### src/vram_bank_page_mapper_defines.svh
// Assertion macros for the VRAM bank page mapper.
// Each macro expects the signals clk and rst_n in the scope where it is used.
`ifndef VRAM_BANK_PAGE_MAPPER_DEFINES_SVH
`define VRAM_BANK_PAGE_MAPPER_DEFINES_SVH

// Same-cycle implication, disabled while reset is asserted.
`define VBPM_ASSERT_IMP(lbl, ante, cons, msg) \
  lbl: assert property (@(posedge clk) disable iff (!rst_n) (ante) |-> (cons)) \
    else $error(msg);

// Next-cycle implication, disabled while reset is asserted.
`define VBPM_ASSERT_NEXT(lbl, ante, cons, msg) \
  lbl: assert property (@(posedge clk) disable iff (!rst_n) (ante) |=> (cons)) \
    else $error(msg);

`endif

### src/vbpm_pkg.sv
// Package for the VRAM bank page mapper: bank constants, region and target
// codes, shared types and the per-bank decode function. No dependencies.
`default_nettype none

package vbpm_pkg;

  localparam int NBANKS = 9;

  localparam logic OP_WRITE  = 1'b0;
  localparam logic OP_LOOKUP = 1'b1;

  // Region codes seen on the lookup side.
  localparam logic [2:0] RG_LCDC = 3'd0;
  localparam logic [2:0] RG_BGA  = 3'd1;
  localparam logic [2:0] RG_OBJA = 3'd2;
  localparam logic [2:0] RG_BGB  = 3'd3;
  localparam logic [2:0] RG_OBJB = 3'd4;
  localparam logic [2:0] RG_ARM7 = 3'd5;
  localparam logic [2:0] RG_TEXD = 3'd6;
  localparam logic [2:0] RG_TEXP = 3'd7;

  // Target field codes of a control byte; the meaning of 1..4 depends on the bank.
  localparam logic [2:0] MST_LCDC = 3'd0;
  localparam logic [2:0] MST_T1   = 3'd1;
  localparam logic [2:0] MST_T2   = 3'd2;
  localparam logic [2:0] MST_T3   = 3'd3;
  localparam logic [2:0] MST_T4   = 3'd4;

  localparam logic [3:0] BANK_A = 4'd0;
  localparam logic [3:0] BANK_B = 4'd1;
  localparam logic [3:0] BANK_C = 4'd2;
  localparam logic [3:0] BANK_D = 4'd3;
  localparam logic [3:0] BANK_E = 4'd4;
  localparam logic [3:0] BANK_F = 4'd5;
  localparam logic [3:0] BANK_G = 4'd6;
  localparam logic [3:0] BANK_H = 4'd7;
  localparam logic [3:0] BANK_I = 4'd8;

  localparam logic [7:0] WRITE_MASK [NBANKS] =
    '{8'h9b, 8'h9b, 8'h9f, 8'h9f, 8'h87, 8'h9f, 8'h9f, 8'h83, 8'h83};
  localparam logic [7:0] BANK_SIZE [NBANKS] =
    '{8'd32, 8'd32, 8'd32, 8'd32, 8'd16, 8'd4, 8'd4, 8'd8, 8'd4};
  localparam logic [7:0] LCDC_BASE [NBANKS] =
    '{8'h00, 8'h20, 8'h40, 8'h60, 8'h80, 8'h90, 8'h94, 8'h98, 8'hA0};

  typedef logic [NBANKS-1:0][7:0] ctrl_arr_t;

  typedef struct packed {
    logic       ok;
    logic [2:0] region;
    logic [7:0] base;
  } map_t;

  typedef struct packed {
    logic [NBANKS-1:0] hits;
    logic [4:0]        page;
  } lookup_t;

  // Region and base page that bank n covers with control byte c.
  function automatic map_t bank_map(input logic [3:0] n, input logic [7:0] c);
    map_t       m;
    logic [2:0] mst;
    logic [1:0] ofs;
    logic [7:0] small_base;
    logic [7:0] big_base;
    logic [7:0] half_base;
    m          = '0;
    mst        = c[2:0];
    ofs        = c[4:3];
    small_base = {3'b000, ofs[1], 1'b0, ofs[0], 2'b00};
    big_base   = {1'b0, ofs, 5'b00000};
    half_base  = {2'b00, ofs[0], 5'b00000};
    if (c[7]) begin
      if (mst == MST_LCDC) begin
        m = '{ok: 1'b1, region: RG_LCDC, base: LCDC_BASE[n]};
      end else begin
        unique case (n)
          BANK_A, BANK_B: begin
            if (mst == MST_T1)      m = '{ok: 1'b1, region: RG_BGA,  base: big_base};
            else if (mst == MST_T2) m = '{ok: 1'b1, region: RG_OBJA, base: half_base};
            else if (mst == MST_T3) m = '{ok: 1'b1, region: RG_TEXD, base: big_base};
          end
          BANK_C, BANK_D: begin
            if (mst == MST_T1)      m = '{ok: 1'b1, region: RG_BGA,  base: big_base};
            else if (mst == MST_T2) m = '{ok: 1'b1, region: RG_ARM7, base: half_base};
            else if (mst == MST_T3) m = '{ok: 1'b1, region: RG_TEXD, base: big_base};
            else if (mst == MST_T4) begin
              m = '{ok: 1'b1, region: (n == BANK_C) ? RG_BGB : RG_OBJB, base: 8'd0};
            end
          end
          BANK_E: begin
            if (mst == MST_T1)      m = '{ok: 1'b1, region: RG_BGA,  base: 8'd0};
            else if (mst == MST_T2) m = '{ok: 1'b1, region: RG_OBJA, base: 8'd0};
            else if (mst == MST_T3) m = '{ok: 1'b1, region: RG_TEXP, base: 8'd0};
          end
          BANK_F, BANK_G: begin
            if (mst == MST_T1)      m = '{ok: 1'b1, region: RG_BGA,  base: small_base};
            else if (mst == MST_T2) m = '{ok: 1'b1, region: RG_OBJA, base: small_base};
            else if (mst == MST_T3) m = '{ok: 1'b1, region: RG_TEXP, base: small_base};
          end
          BANK_H: begin
            if (mst == MST_T1) m = '{ok: 1'b1, region: RG_BGB, base: 8'd0};
          end
          BANK_I: begin
            if (mst == MST_T1)      m = '{ok: 1'b1, region: RG_BGB,  base: 8'd8};
            else if (mst == MST_T2) m = '{ok: 1'b1, region: RG_OBJB, base: 8'd0};
          end
          default: m = '0;
        endcase
      end
    end
    return m;
  endfunction

  // Status bits: bit 0 when bank C is enabled on ARM7, bit 1 for bank D.
  function automatic logic [1:0] arm7_of(input ctrl_arr_t ctrl);
    logic [1:0] s;
    s[0] = ctrl[BANK_C][7] && (ctrl[BANK_C][2:0] == MST_T2);
    s[1] = ctrl[BANK_D][7] && (ctrl[BANK_D][2:0] == MST_T2);
    return s;
  endfunction

  // True when no bank holds a bit outside its writable mask.
  function automatic logic ctrl_in_mask(input ctrl_arr_t ctrl);
    logic ok;
    ok = 1'b1;
    for (int i = 0; i < NBANKS; i++) begin
      if ((ctrl[i] & ~WRITE_MASK[i]) != 8'd0) ok = 1'b0;
    end
    return ok;
  endfunction

endpackage

`default_nettype wire

### src/vbpm_lookup.sv
// Page lookup across all nine banks: decodes each control register, compares
// the page against each mapping and picks the lowest hit. Uses vbpm_pkg.
`default_nettype none

module vbpm_lookup (
  input  vbpm_pkg::ctrl_arr_t bank_control,
  input  logic [2:0]          region_select,
  input  logic [7:0]          page_number,
  output vbpm_pkg::lookup_t   result
);
  import vbpm_pkg::*;

  logic [NBANKS-1:0] hit;
  logic [4:0]        offs [NBANKS];

  always_comb begin
    map_t       m;
    logic [8:0] lim;
    logic [7:0] diff;
    for (int i = 0; i < NBANKS; i++) begin
      m       = bank_map(4'(i), bank_control[i]);
      lim     = {1'b0, m.base} + {1'b0, BANK_SIZE[i]};
      diff    = page_number - m.base;
      hit[i]  = m.ok && (m.region == region_select) && (page_number >= m.base) &&
                ({1'b0, page_number} < lim);
      offs[i] = diff[4:0];
    end
  end

  // Scan from the top so the lowest hitting bank wins.
  always_comb begin
    result.hits = hit;
    result.page = 5'd0;
    for (int i = NBANKS - 1; i >= 0; i--) begin
      if (hit[i]) result.page = offs[i];
    end
  end

endmodule

`default_nettype wire

### src/vram_bank_page_mapper.sv
// Top level of the VRAM bank page mapper: input register, bank control state,
// lookup and result register. Uses vbpm_pkg, vbpm_lookup and the assertion header.
`default_nettype none
`include "vram_bank_page_mapper_defines.svh"

// The mapper takes one item per clock cycle unless the result side stalls, and
// registers each item in the input register and its result in the result
// register. Between them a single pass of decode logic either stores a masked
// control byte or compares the page against all nine bank mappings. A lookup
// sees every write transferred before it. Every item, write or lookup, yields
// one result; a write returns zero hits and page and the status after the write.
// When the result side stalls, the input register holds one more item and the
// input stalls after that.
module vram_bank_page_mapper (
  input  logic       clk,
  input  logic       rst_n,
  input  logic       in_valid,
  output logic       in_stall,
  input  logic       in_operation,
  input  logic [3:0] in_bank_select,
  input  logic [7:0] in_control_byte,
  input  logic [2:0] in_region_select,
  input  logic [7:0] in_page_number,
  output logic       out_valid,
  input  logic       out_stall,
  output logic [8:0] out_bank_hits,
  output logic [4:0] out_bank_page,
  output logic [1:0] out_status_bits
);
  import vbpm_pkg::*;

  logic       s1_valid_r;
  logic       s1_op_r;
  logic [3:0] s1_bank_r;
  logic [7:0] s1_byte_r;
  logic [2:0] s1_region_r;
  logic [7:0] s1_page_r;

  ctrl_arr_t  bank_control_r, bank_control_nxt;
  logic [1:0] arm7_status_r, arm7_status_nxt;

  logic       out_valid_r;
  logic [8:0] out_bank_hits_r;
  logic [4:0] out_bank_page_r;
  logic [1:0] out_status_r;

  logic       s1_move;
  lookup_t    lk;

  assign s1_move  = s1_valid_r && (!out_valid_r || !out_stall);
  assign in_stall = s1_valid_r && !s1_move;

  vbpm_lookup u_lookup (
    .bank_control  (bank_control_r),
    .region_select (s1_region_r),
    .page_number   (s1_page_r),
    .result        (lk)
  );

  always_comb begin
    bank_control_nxt = bank_control_r;
    if (s1_move && (s1_op_r == OP_WRITE) && (s1_bank_r < 4'(NBANKS))) begin
      bank_control_nxt[s1_bank_r] = s1_byte_r & WRITE_MASK[s1_bank_r];
    end
    arm7_status_nxt = arm7_of(bank_control_nxt);
  end

  always_ff @(posedge clk) begin
    if (!rst_n) begin
      s1_valid_r     <= 1'b0;
      out_valid_r    <= 1'b0;
      bank_control_r <= '0;
      arm7_status_r  <= 2'b00;
    end else begin
      if (!in_stall) s1_valid_r <= in_valid;
      if (s1_move) out_valid_r <= 1'b1;
      else if (!out_stall) out_valid_r <= 1'b0;
      bank_control_r <= bank_control_nxt;
      arm7_status_r  <= arm7_status_nxt;
    end
  end

  always_ff @(posedge clk) begin
    if (in_valid && !in_stall) begin
      s1_op_r     <= in_operation;
      s1_bank_r   <= in_bank_select;
      s1_byte_r   <= in_control_byte;
      s1_region_r <= in_region_select;
      s1_page_r   <= in_page_number;
    end
    if (s1_move) begin
      out_bank_hits_r <= (s1_op_r == OP_LOOKUP) ? lk.hits : 9'd0;
      out_bank_page_r <= (s1_op_r == OP_LOOKUP) ? lk.page : 5'd0;
      out_status_r    <= arm7_status_nxt;
    end
  end

  assign out_valid       = out_valid_r;
  assign out_bank_hits   = out_bank_hits_r;
  assign out_bank_page   = out_bank_page_r;
  assign out_status_bits = out_status_r;

  `VBPM_ASSERT_IMP(a_status_tracks_ctrl, 1'b1, arm7_status_r == arm7_of(bank_control_r), "status bits disagree with bank C/D control")
  `VBPM_ASSERT_IMP(a_ctrl_masked, 1'b1, ctrl_in_mask(bank_control_r), "bank control holds bits outside its write mask")
  `VBPM_ASSERT_IMP(a_no_hit_zero_page, out_valid_r && (out_bank_hits_r == 9'd0), out_bank_page_r == 5'd0, "bank page nonzero without a hit")
  `VBPM_ASSERT_NEXT(a_move_fills_output, s1_move, out_valid_r, "result register empty after a transfer from the input register")

endmodule

`default_nettype wire
### config.mk
export PLATFORM = sky130hd
export DESIGN_NAME = vram_bank_page_mapper
export DESIGN_NICKNAME = d
export VERILOG_FILES = /design/src/vbpm_pkg.sv /design/src/vbpm_lookup.sv /design/src/vram_bank_page_mapper.sv
export VERILOG_INCLUDE_DIRS = /design/src /design/src/src
export SDC_FILE = /design/constraint.sdc
export NUM_CORES = 1
export LEC_CHECK = 0
export BUFFER_PORTS_ARGS = -buffer_cell sky130_fd_sc_hd__buf_2
export CAP_MARGIN = 15
export CORE_MARGIN = 4
export CORE_UTILIZATION = 50
export CTS_CLUSTER_SIZE = 16
export DETAILED_ROUTE_END_ITERATION = 16
export MAX_ROUTING_LAYER = met4
export PLACE_DENSITY = 0.72
export REMOVE_ABC_BUFFERS = 1
export SLEW_MARGIN = 20
export SYNTH_ARGS = -nofsm -noshare
export SYNTH_HDL_FRONTEND = slang
export SYNTH_SLANG_ARGS = --single-unit
### constraint.sdc
create_clock -name clk -period 8.2 [get_ports clk]
set_clock_uncertainty 0.15 [all_clocks]
set_input_delay 1.23 -clock clk [delete_from_list [all_inputs] [get_ports clk]]
set_output_delay 1.23 -clock clk [all_outputs]
set_load 0.005 [all_outputs]
; ---- Word-level counts from Yosys, hierarchy flattened
; Memory sizes are Yosys's and may differ from the RTL's.
; Index checks and enable logic that the tools add are counted.
[word_totals]
reg_bits = 114
romBits = 128
input_bits = 28
out_inout_bits = 18
wordCells = 213
n_memories = 1
[memory_table]
columns = memory, words, width, read_ports, rd_ports_with_merged_regs, wr, line
row1 = (name not given), 16, 8, 1, 0, 0, vram_bank_page_mapper.sv:63  ; bank_control_nxt[s1_bank_r] = s1_byte_r & WRITE_MASK[s1_bank_r];
[op_classes]
n_addsub = 18
order_cmp = 22
eq_ne = 38
n_mux = 61
bitwise = 3
n_reduce_logical = 49
[op_table]
columns = cell, count
row1 = 12-bit 2-to-1 mux, 44
row2 = 8-bit by 9-bit less-than comparator with 1-bit output, 9
row3 = 72-bit bitwise mux, 1
row4 = 8-bit greater-or-equal comparator, 9
row5 = 3-bit by 2-bit equality test with 1-bit output (second input constant), 17
row6 = 5-bit 2-to-1 mux, 9
row7 = 5-bit subtractor, 9
row8 = 8-bit by 6-bit adder with 9-bit output (second input constant), 4
row9 = 1-bit logical AND, 35
row10 = 8-bit demux with 4-bit select, 1
row11 = 32-bit 2-to-1 mux, 1
row12 = 8-bit by 3-bit adder with 9-bit output (second input constant), 3
row13 = 3-bit by 1-bit equality test with 1-bit output (second input constant), 9
row14 = 3-bit equality test, 9
row15 = 3-bit logical NOT, 9
row16 = 8-bit 2-to-1 mux, 3
row17 = 8-bit by 4-bit adder with 9-bit output (second input constant), 1
row18 = 8-bit by 5-bit adder with 9-bit output (second input constant), 1
row19 = 8-bit AND, 1
row20 = 3-bit equality test (second input constant), 2
row21 = 5-bit greater-or-equal comparator (second input constant), 1
row22 = 4-bit by 5-bit less-than comparator with 1-bit output (second input constant), 1
row23 = 4-bit NOT with 5-bit output, 1
row24 = 4-bit by 1-bit greater-or-equal comparator with 1-bit output (second input constant), 1
row25 = other kinds (6), 10

; ---- Longest topological paths before layout
; Gate-level depths: netlist of the first run.
[logic_depth]
depth_word = 18
mapped_depth = 13
depth_no_buf = 13

; ---- Hierarchy
; From an unflattened synthesis of the first run, not the netlist that was laid out.
[unflattened]
hier_cells = 559
area_unflattened_um2 = 5771.8
[modules_own_cells]
columns = module, n_inst, cells_per_inst, area_per_inst_um2, seq_area_each_um2
row1 = vram_bank_page_mapper, 1, 272, 3641.0, 2262.2
row2 = vbpm_lookup, 1, 287, 2130.8, 0.0

; ---- Least setup slack after synthesis of the first run
; OpenSTA, ideal clock, no wires.
[synth_timing]
kind = input -> register
startpoint = input port out_stall
endpoint = register bank_control_r[42] (netlist bit)
setup_ns = 0.076
arrival_ns = 3.883
required_ns = 7.974
slack_ns = 4.092
path_stages = 6
n_path_buf = 1
cell_sequence = a21boi_0 -> nand2b_1 -> nor3b_2 -> clkbuf_1 -> nand3_1 -> a21boi_0
[synth_between]
elab_chain_cells = 5
[synth_rtl]
columns = item, line
row1 = from (decl), vram_bank_page_mapper.sv:25  ; input logic out_stall,
row2 = 1-bit logical NOT, -
row3 = 1-bit logical OR, vram_bank_page_mapper.sv:50  ; assign s1_move = s1_valid_r && (!out_valid_r || !out_stall);
row4 = 1-bit logical AND, vram_bank_page_mapper.sv:50
row5 = 1-bit logical AND (2 in a row), vram_bank_page_mapper.sv:62  ; if (s1_move && (s1_op_r == OP_WRITE) && (s1_bank_r < 4'(NBANKS))) begin
row6 = to (signal assigned), vram_bank_page_mapper.sv:78  ; bank_control_r <= bank_control_nxt;
row7 = to (decl), vram_bank_page_mapper.sv:39  ; ctrl_arr_t bank_control_r, bank_control_nxt;
; Every way passes these cells.
; A chain may end at the register's enable or synchronous reset.

; ---- Worst setup path in the final report of the first run
[layout_timing]
startpoint = register bank_control_r[25] (netlist bit)
endpoint = register out_bank_page_r[1] (netlist: out_bank_page[1]), data pin
[layout_between]
elab_chain_cells = 15
elab_cells_between_ends = 23
cone_classes = add/sub (2) / order compare (2) / eq/ne (5) / mux (10) / reduce/logical (4)
[layout_rtl]
columns = item, line
row1 = 3-bit equality test, vbpm_pkg.sv:87  ; else if (mst == MST_T4) begin
row2 = 12-bit 2-to-1 mux, vbpm_pkg.sv:87
row3 = 12-bit 2-to-1 mux, vbpm_pkg.sv:86  ; else if (mst == MST_T3) m = '{ok: 1'b1, region: RG_TEXD, base: big_base};
row4 = 12-bit 2-to-1 mux, vbpm_pkg.sv:85  ; else if (mst == MST_T2) m = '{ok: 1'b1, region: RG_ARM7, base: half_base};
row5 = 12-bit 2-to-1 mux, vbpm_pkg.sv:84  ; if (mst == MST_T1) m = '{ok: 1'b1, region: RG_BGA, base: big_base};
row6 = 12-bit 2-to-1 mux (*), vbpm_pkg.sv:74  ; if (mst == MST_LCDC) begin
row7 = 12-bit 2-to-1 mux (*), vbpm_pkg.sv:73  ; if (c[7]) begin
row8 = branches (longest 4 deep; another with 8-bit by 6-bit adder with 9-bit output), -
row9 = 5-bit 2-to-1 mux (*) (4 in a row), vbpm_lookup.sv:35  ; if (hit[i]) result.page = offs[i];
row10 = to (signal assigned), vram_bank_page_mapper.sv:93  ; out_bank_page_r <= (s1_op_r == OP_LOOKUP) ? lk.page : 5'd0;
row11 = to (decl), vram_bank_page_mapper.sv:44  ; logic [4:0] out_bank_page_r;
; Every way passes the cells marked *.

==> impl_results.md, run 1 <==
* #FFs+latches synth at 88
* Die area at 0.0124 mm2
* Outcome: complete, no violations
* Leakage power at 2.26 nW
* Vias in the first global route at 4128
* Post-synthesis sequential area ratio at 40.1%
* Post-DR wirelength/cell at 17.3 um
* WP data required at 8170 ps
* Yosys warns at 0
* Final setup viols at 0
* Comb power frac at 7.4%
* Min-Delay Path Class: flip-flop to flip-flop
* CTS Hold Bufs at 0
* Period minus WS final at 3480 ps
* Kind of critical path: flip-flop to flip-flop
* Synth area leaders: edfxtp_1, dfxtp_1, ha_1
* Initial antenna violation count at 0
* Internal power at 0.672 mW
* DPL Wire Length at 8.84 mm
* Hold Crit Depth at 2
* Slew @ Worst Pin at 1010 ps
* Slowest-stage cell, CP: a2bb2oi_1
* Initial drt markers at 418
* Core area at 0.0104 mm2
* Peak Freq at 288 MHz
* Final Hold Fails at 0
* Total power at 0.899 mW
* Setup TNS Final at 0 ps
* Switching share of total power at 25.2%
* ANT nets after route at 0
* Clock transition at the registers of the reported paths at 100 ps
* First-pass GRT wire length at 20.7 mm
* IO buf count at 43
* Hold_sp: bank_control_r[66]$_SDFFE_PN0P_
* Reg2reg path depth at 13
* Drt pass-1 iters at 6
* GRT Overall Usage at 21.4%
* Num CTS Buffers at 9
* Post-DP Area at 0.00566 mm2
* Switching power at 0.227 mW
* Clock Latency Late Sink at 360 ps
* Worst path bufs/invs at 2
* Die width at 111 um
* RSZ-0062 raised after global routing: no
* Final Hold Slack at 307 ps
* Post-CTS resize count at 0
* WHS Endpoint: bank_control_r[66]$_SDFFE_PN0P_
* Final estimated routing congestion in global placement at 0.894
* Sinks on Clock Net at 88
* Cell count after synthesis at 558
* Mapped Area at 0.00534 mm2
* Reg2reg start: bank_control_r[25]$_SDFF_PN0_
* Worst Path Max Fanout at 8
* Share of the synthesized area in the top cell type at 21.4%
* Vias per Instance at 5.83
* CTS root buf: clkbuf_8
* Worst setup EP type: flip-flop
* Post-synth EDFFs at 38
* Layout cells sized above 1 at 13.6%
* Area Overhead vs Synth at 10.2%
* Final Util at 56.7%
* Worst VDD drop at 0.138 mV
* Arrival time at the worst endpoint at 3450 ps
* Commonest non-fill, non-tap cell in the layout: nand2_1
* Largest net degree at the start of global routing at 51
* Register-to-register setup slack at 4720 ps
* Max_cap viols at 0
* N_diodes at 0
* Final nets at 671
* Ports at 46
* Final slew viol count at 0
* Asr flop ratio synth at 0%
* Initial Utilization at 51.5%
* Largest area contributor in the netlist: edfxtp_1
* Via Count at 4266
* RR Endpoint: out_bank_page[1]$_SDFFCE_PN0P_
* GRT overflow at 0
* Row count at 37
* Crit path max-delay family: compound AO/OA/AOI/OAI gates
* Commonest cells after routing, fill and taps aside: nand2_1, ha_1, dfxtp_1
* Clock buffer depth at 2
* Avg Cell Area, Syn at 9.57 um2
* Slew headroom at 32.5%
* Startpoint Class: flip-flop
* Clk pwr share at 38.1%
* Critical-path cell list: nor2b_1, a21oi_1, nand2_1, inv_1, ha_1, inv_1, ha_1, nor2b_1, o21ai_0, o2111ai_1, a2bb2oi_1, nand3_1, o311a_1
* CTS tree: done
* Post-route clock period utilization at 42.4%
* Critical Path Max Stage Delay at 620 ps
* Register share of total power at 54.5%
* Ys flop type: dfxtp_1
* Yosys cell types at 68
* Routed wire length at 12.7 mm
* CP startpoint: bank_control_r[25]$_SDFF_PN0_
* PD cells at 153 mW/mm2
* Die Ht at 111 um
* Htree depth at 3
* Drt drc at 0
* Design area at 0.00588 mm2
* Post-CTS Setup Bufs at 0
-- kinds of logic (layout without fill, tap and decap cells) --
logic type	Yosys count	count (layout)	share of synthesized area (%)
buffers and inverters	66	104	4.76
AO/OA/AOI/OAI	106	106	15.4
flip-flops	88	88	40.1
adder cells (fa/ha/maj)	52	52	12.2
AND/OR/NAND/NOR	219	219	22.6
XOR/XNOR	6	6	0.985
multiplexers	21	21	3.96
-- synthesized netlist by cell type (all sizes together), types with 3 or more instances --
cell type and number:
nand2 53, ha 52, dfxtp 50, nand3 42, inv 41, edfxtp 38
a21boi 33, nor2b 33, mux2i 20, clkbuf 19, nor2 17, nand2b 14
o21ai 13, a21oi 9, nor3 7, and3 6, nor3b 6, o2111ai 6
or2 6, a211o 5, a211oi 5, and2 5, buf 5, nor4 5
o41ai 5, or3 5, xnor2 5, or4 4, and3b 3, o211ai 3
o22ai 3
-- power groups by stage --
stage / combinational (mW) / sequential [mW] / clock [mW]
floorplan: 0.0399 / 0.490 / 0
global placement: 0.0629 / 0.499 / 0
detailed placement: 0.0664 / 0.499 / 0
CTS: 0.0669 / 0.489 / 0.347
global route: 0.0748 / 0.491 / 0.368
finish: 0.0666 / 0.490 / 0.343
-- tightest hold or removal path, cell delays in order (launching register included) --
cell and delay (ps):
dfxtp_1 340, nand2_1 60, nor2_1 30
-- worst max-delay path by stage --
stage / end / cells past startpoint
2_1_floorplan: out_status_bits[0]$_DFFE_PP_ / 6
3_3_place_gp: bank_control_r[47]$_SDFFE_PN0P_ / 8
3_5_place_dp: bank_control_r[52]$_SDFFE_PN0P_ / 8
4_1_cts: out_bank_page[1]$_SDFFCE_PN0P_ / 12
5_1_grt: out_bank_page[1]$_SDFFCE_PN0P_ / 13
6_report: out_bank_page[1]$_SDFFCE_PN0P_ / 13
-- area by class of cell --
type                            instances  area [um2]
Timing Repair Buffer                   46         238
Inverter                               42         158
Sequential cell                        88        2140
Clock inverter                          7         101
Tap cell                              136         170
Clock buffer                            9         124
Multi-Input combinational cell        404        2950
Fill cell                             926        4490
-- metrics by stage --
step,setup WS (ps),cells
global route,4470,732
detailed placement,4570,716
CTS,4760,732
floorplan,3780,534
finish,4720,732
global placement,4650,716
-- per-layer routing --
metal | GRT usage [%] | vias up | part of all wire [%]
li1 | - | 2087 | -
met1 | 25.7 | 2023 | 42
met2 | 36.1 | 132 | 49
met3 | 3.88 | 24 | 6.1
met4 | 7.62 | 0 | 2.5
met5 | - | - | 0
-- flip-flops by register name, indices dropped and copies added (netlist names) --
register         flops
bank_control_r      48
out_bank_hits        9
s1_page_r            8
s1_byte_r            6
out_bank_page        5
s1_bank_r            4
s1_region_r          3
out_status_bits      2
out_valid            1
s1_op_r              1
s1_valid_r           1
Note: power is estimated with default switching activity, not from simulation.
==> run 2: changes to the inputs <==
ABC_AREA = 1   (was default)
clock period = 3.3 ns   (was 8.2 ns; I/O delays follow)
==> run 2 against run 1 <==
  * First-iteration DRC count is 30% lower
  * Via count is 9.8% higher
  * Die area is 1.4% higher
  * Fmax is 20% higher
  * Synthesized cell count is 32% higher
  * Sequential share of layout area is 0.46 points lower
  * Critical path depth is 3 higher
  * Register-to-register slack worse by 4300 ps
  * Worst setup slack worse by 4300 ps
  * Core utilization is 0.47 points higher
  * Design area is 1.3% higher
==> impl_results.md, run 2 <==
* Vias in the first global route at 4333 (+5.0%)
* Final setup viols at 0 (unchanged)
* Critical-path cell list: inv_1, nor3_1, ha_1, inv_1, ha_1, inv_1, o21ai_0, a21oi_1, nand3_1, nand2_1, inv_1, nand3_2, inv_2, nand4_1, nand2_1, inv_1
* Clock Latency Late Sink at 380 ps (+20 ps)
* Post-DR wirelength/cell at 13.7 um (-21%)
* Worst setup EP type: flip-flop
* Sinks on Clock Net at 88 (unchanged)
* Initial Utilization at 52.0% (+0.52 points)
* First-pass GRT wire length at 20.7 mm (about the same)
* Min-Delay Path Class: input pin to flip-flop
* Die width at 112 um (+0.67%)
* Worst Path Max Fanout at 5 (-3)
* Final nets at 863 (+29%)
* Post-synth top cells: nand2_1, inv_1, nor2_1
* Largest area contributor in the netlist: edfxtp_1
* Cell count after synthesis at 739 (+32%)
* Final slew viol count at 0 (unchanged)
* Register share of total power at 54.6% (about the same)
* Clock transition at the registers of the reported paths at 90 ps (about the same)
* Peak Freq at 344 MHz (+20%)
* Drt drc at 0 (unchanged)
* Slew @ Worst Pin at 915 ps (-93.6 ps)
* Outcome: complete, no violations
* Share of the synthesized area in the top cell type at 21.1% (-0.31 points)
* Routed wire length at 12.6 mm (-0.54%)
* Largest Register: bank_control_r
* Crit path max-delay family: simple AND/OR/NAND/NOR gates
* Max reg flops at 48 (unchanged)
* Internal power at 1.63 mW (+140%)
* Ys flop type: dfxtp_1
* Post-route clock period utilization at 88.1% (+46 points)
* Arrival time at the worst endpoint at 2900 ps (-550 ps)
* Fillers at 1006 (+8.6%)
* Htree depth at 3 (unchanged)
* Synth area leaders: edfxtp_1, dfxtp_1, ha_1
* Drt pass-1 iters at 5 (-1)
* GRT Overall Usage at 21.3% (-0.076 points)
* Die Ht at 112 um (+0.67%)
* Post-synthesis sequential area ratio at 39.6% (-0.57 points)
* DPL Wire Length at 9.62 mm (+8.9%)
* Avg Cell Area, Syn at 7.33 um2 (-23%)
* IO buf count at 43 (unchanged)
* CTS root buf: clkbuf_8
* N_diodes at 0 (unchanged)
* Num CTS Buffers at 9 (unchanged)
* Final Util at 57.2% (+0.47 points)
* Final Hold Fails at 0 (unchanged)
* Worst path bufs/invs at 6 (+4)
* Die area at 0.0126 mm2 (+1.4%)
* Yosys warns at 0 (unchanged)
* Slew headroom at 38.9% (+6.5 points)
* Design area at 0.00596 mm2 (+1.3%)
* Hold_sp: in_bank_select[3]
* Slowest-stage cell, CP: nor3_1
* Critical Path Max Stage Delay at 500 ps (-120 ps)
* Layout cells sized above 1 at 9.77% (-3.8 points)
* Switching share of total power at 25.6% (+0.33 points)
* Period minus WS final at 2910 ps (-569 ps)
* Initial drt markers at 292 (-30%)
* Worst VDD drop at 0.249 mV (+80%)
* Post-synth EDFFs at 38 (unchanged)
* Startpoint Class: flip-flop
* Switching power at 0.561 mW (+150%)
* Reg2reg start: bank_control_r[0]$_SDFFE_PN0P_
* Leakage power at 2.73 nW (+21%)
* Most Frequent Cell on Critical Path: inv_1
* Commonest cells after routing, fill and taps aside: nand2_1, inv_1, nor2_1
* Setup TNS Final at 0 ps (unchanged)
* Commonest non-fill, non-tap cell in the layout: nand2_1
* Clk pwr share at 36.4% (-1.7 points)
* RSZ-0062 raised after global routing: no
* Ports at 46 (unchanged)
* Final estimated routing congestion in global placement at 0.855 (-4.4%)
* Asr flop ratio synth at 0% (unchanged)
* CTS tree: done
* Core area at 0.0104 mm2 (+0.45%)
* Area Overhead vs Synth at 9.98%
* Kind of critical path: flip-flop to flip-flop
* Clock buffer depth at 2 (unchanged)
* CTS Hold Bufs at 0 (unchanged)
* Vias per Instance at 5.07 (-13%)
* PD cells at 368 mW/mm2 (+140%)
* Mapped Area at 0.00542 mm2 (+1.5%)
* Row count at 37 (unchanged)
* GRT overflow at 0 (unchanged)
* Post-DP Area at 0.00574 mm2 (+1.5%)
* CP startpoint: bank_control_r[0]$_SDFFE_PN0P_
* Via Count at 4686 (+9.8%)
* WP data required at 3290 ps (-4880 ps)
* ANT nets after route at 0 (unchanged)
* #FFs+latches synth at 88 (unchanged)
* Initial antenna violation count at 0 (unchanged)
* Most frequent cell after synthesis: nand2_1
* Max_cap viols at 0 (unchanged)
* Largest net degree at the start of global routing at 36 (-29%)
* Yosys cell types at 32 (-53%)
* Comb power frac at 9.0% (+1.6 points)
[run 2: cell type report]
| cell class | count | area [um2] | area share (%) |
|---|---|---|---|
| Clock buffer | 12 | 156 | 2.63 |
| Clock inverter | 4 | 51.3 | 0.861 |
| Inverter | 138 | 526 | 8.82 |
| Multi-Input combinational cell | 501 | 2680 | 45.0 |
| Sequential cell | 88 | 2140 | 36.0 |
| Tap cell | 136 | 170 | 2.86 |
| Timing Repair Buffer | 45 | 230 | 3.87 |
[run 2: through the flow]
stage | instances | power [mW] | hold slack [ps] | worst slack [ps]
2_1_floorplan | 727 | 1.34 | 270 | 798
3_3_place_gp | 908 | 1.41 | 284 | 502
3_5_place_dp | 908 | 1.42 | 292 | 383
4_1_cts | 924 | 2.21 | 119 | 368
5_1_grt | 924 | 2.29 | 115 | 48.0
6_report | 924 | 2.19 | 137 | 392
[run 2: path summary, 6_finish.rpt]
kind / endpoint / slack (ps) / cells after the start
setup / recovery: out_bank_page[1]$_SDFFCE_PN0P_ / 390 / 16
setup reg to reg: out_bank_page[1]$_SDFFCE_PN0P_ / 390 / 16
hold / removal: s1_bank_r[3]$_DFFE_PP_ / 140 / 1
hold reg to reg: bank_control_r[11]$_SDFFE_PN0P_ / 300 / 2
[run 2: cell families (layout without fill, tap and decap cells)]
kind of cell    after synthesis  in the layout  share of synthesized area [%]
compound gates              129            129                           12.2
xor+xnor                      2              2                          0.324
fa+ha+maj                    52             52                           12.0
buf+inv                     150            199                           11.0
flops                        88             88                           39.6
simple gates                318            318                           24.9
[run 2: repair_timing]
item,in CTS,in global routing
endpoints found under the setup margin,0,2
buffers inserted,0,0
resized for setup,0,1
[run 2: routing by layer]
| metal | routed length, um | GRT usage, % | share of wire [%] |
|---|---|---|---|
| met1 | 5710 | 27.2 | 45 |
| met2 | 5900 | 34.0 | 47 |
| met3 | 688 | 3.67 | 5.5 |
| met4 | 332 | 8.41 | 2.6 |
| met5 | 0 | - | 0 |
[run 2: power by group through the flow]
stage	clock, mW	sequential, mW	combinational, mW
after detailed placement	0	1.22	0.197
after global routing	0.855	1.20	0.229
final	0.798	1.20	0.197
after global placement	0	1.22	0.190
after floorplan	0	1.21	0.125
after CTS	0.811	1.20	0.198
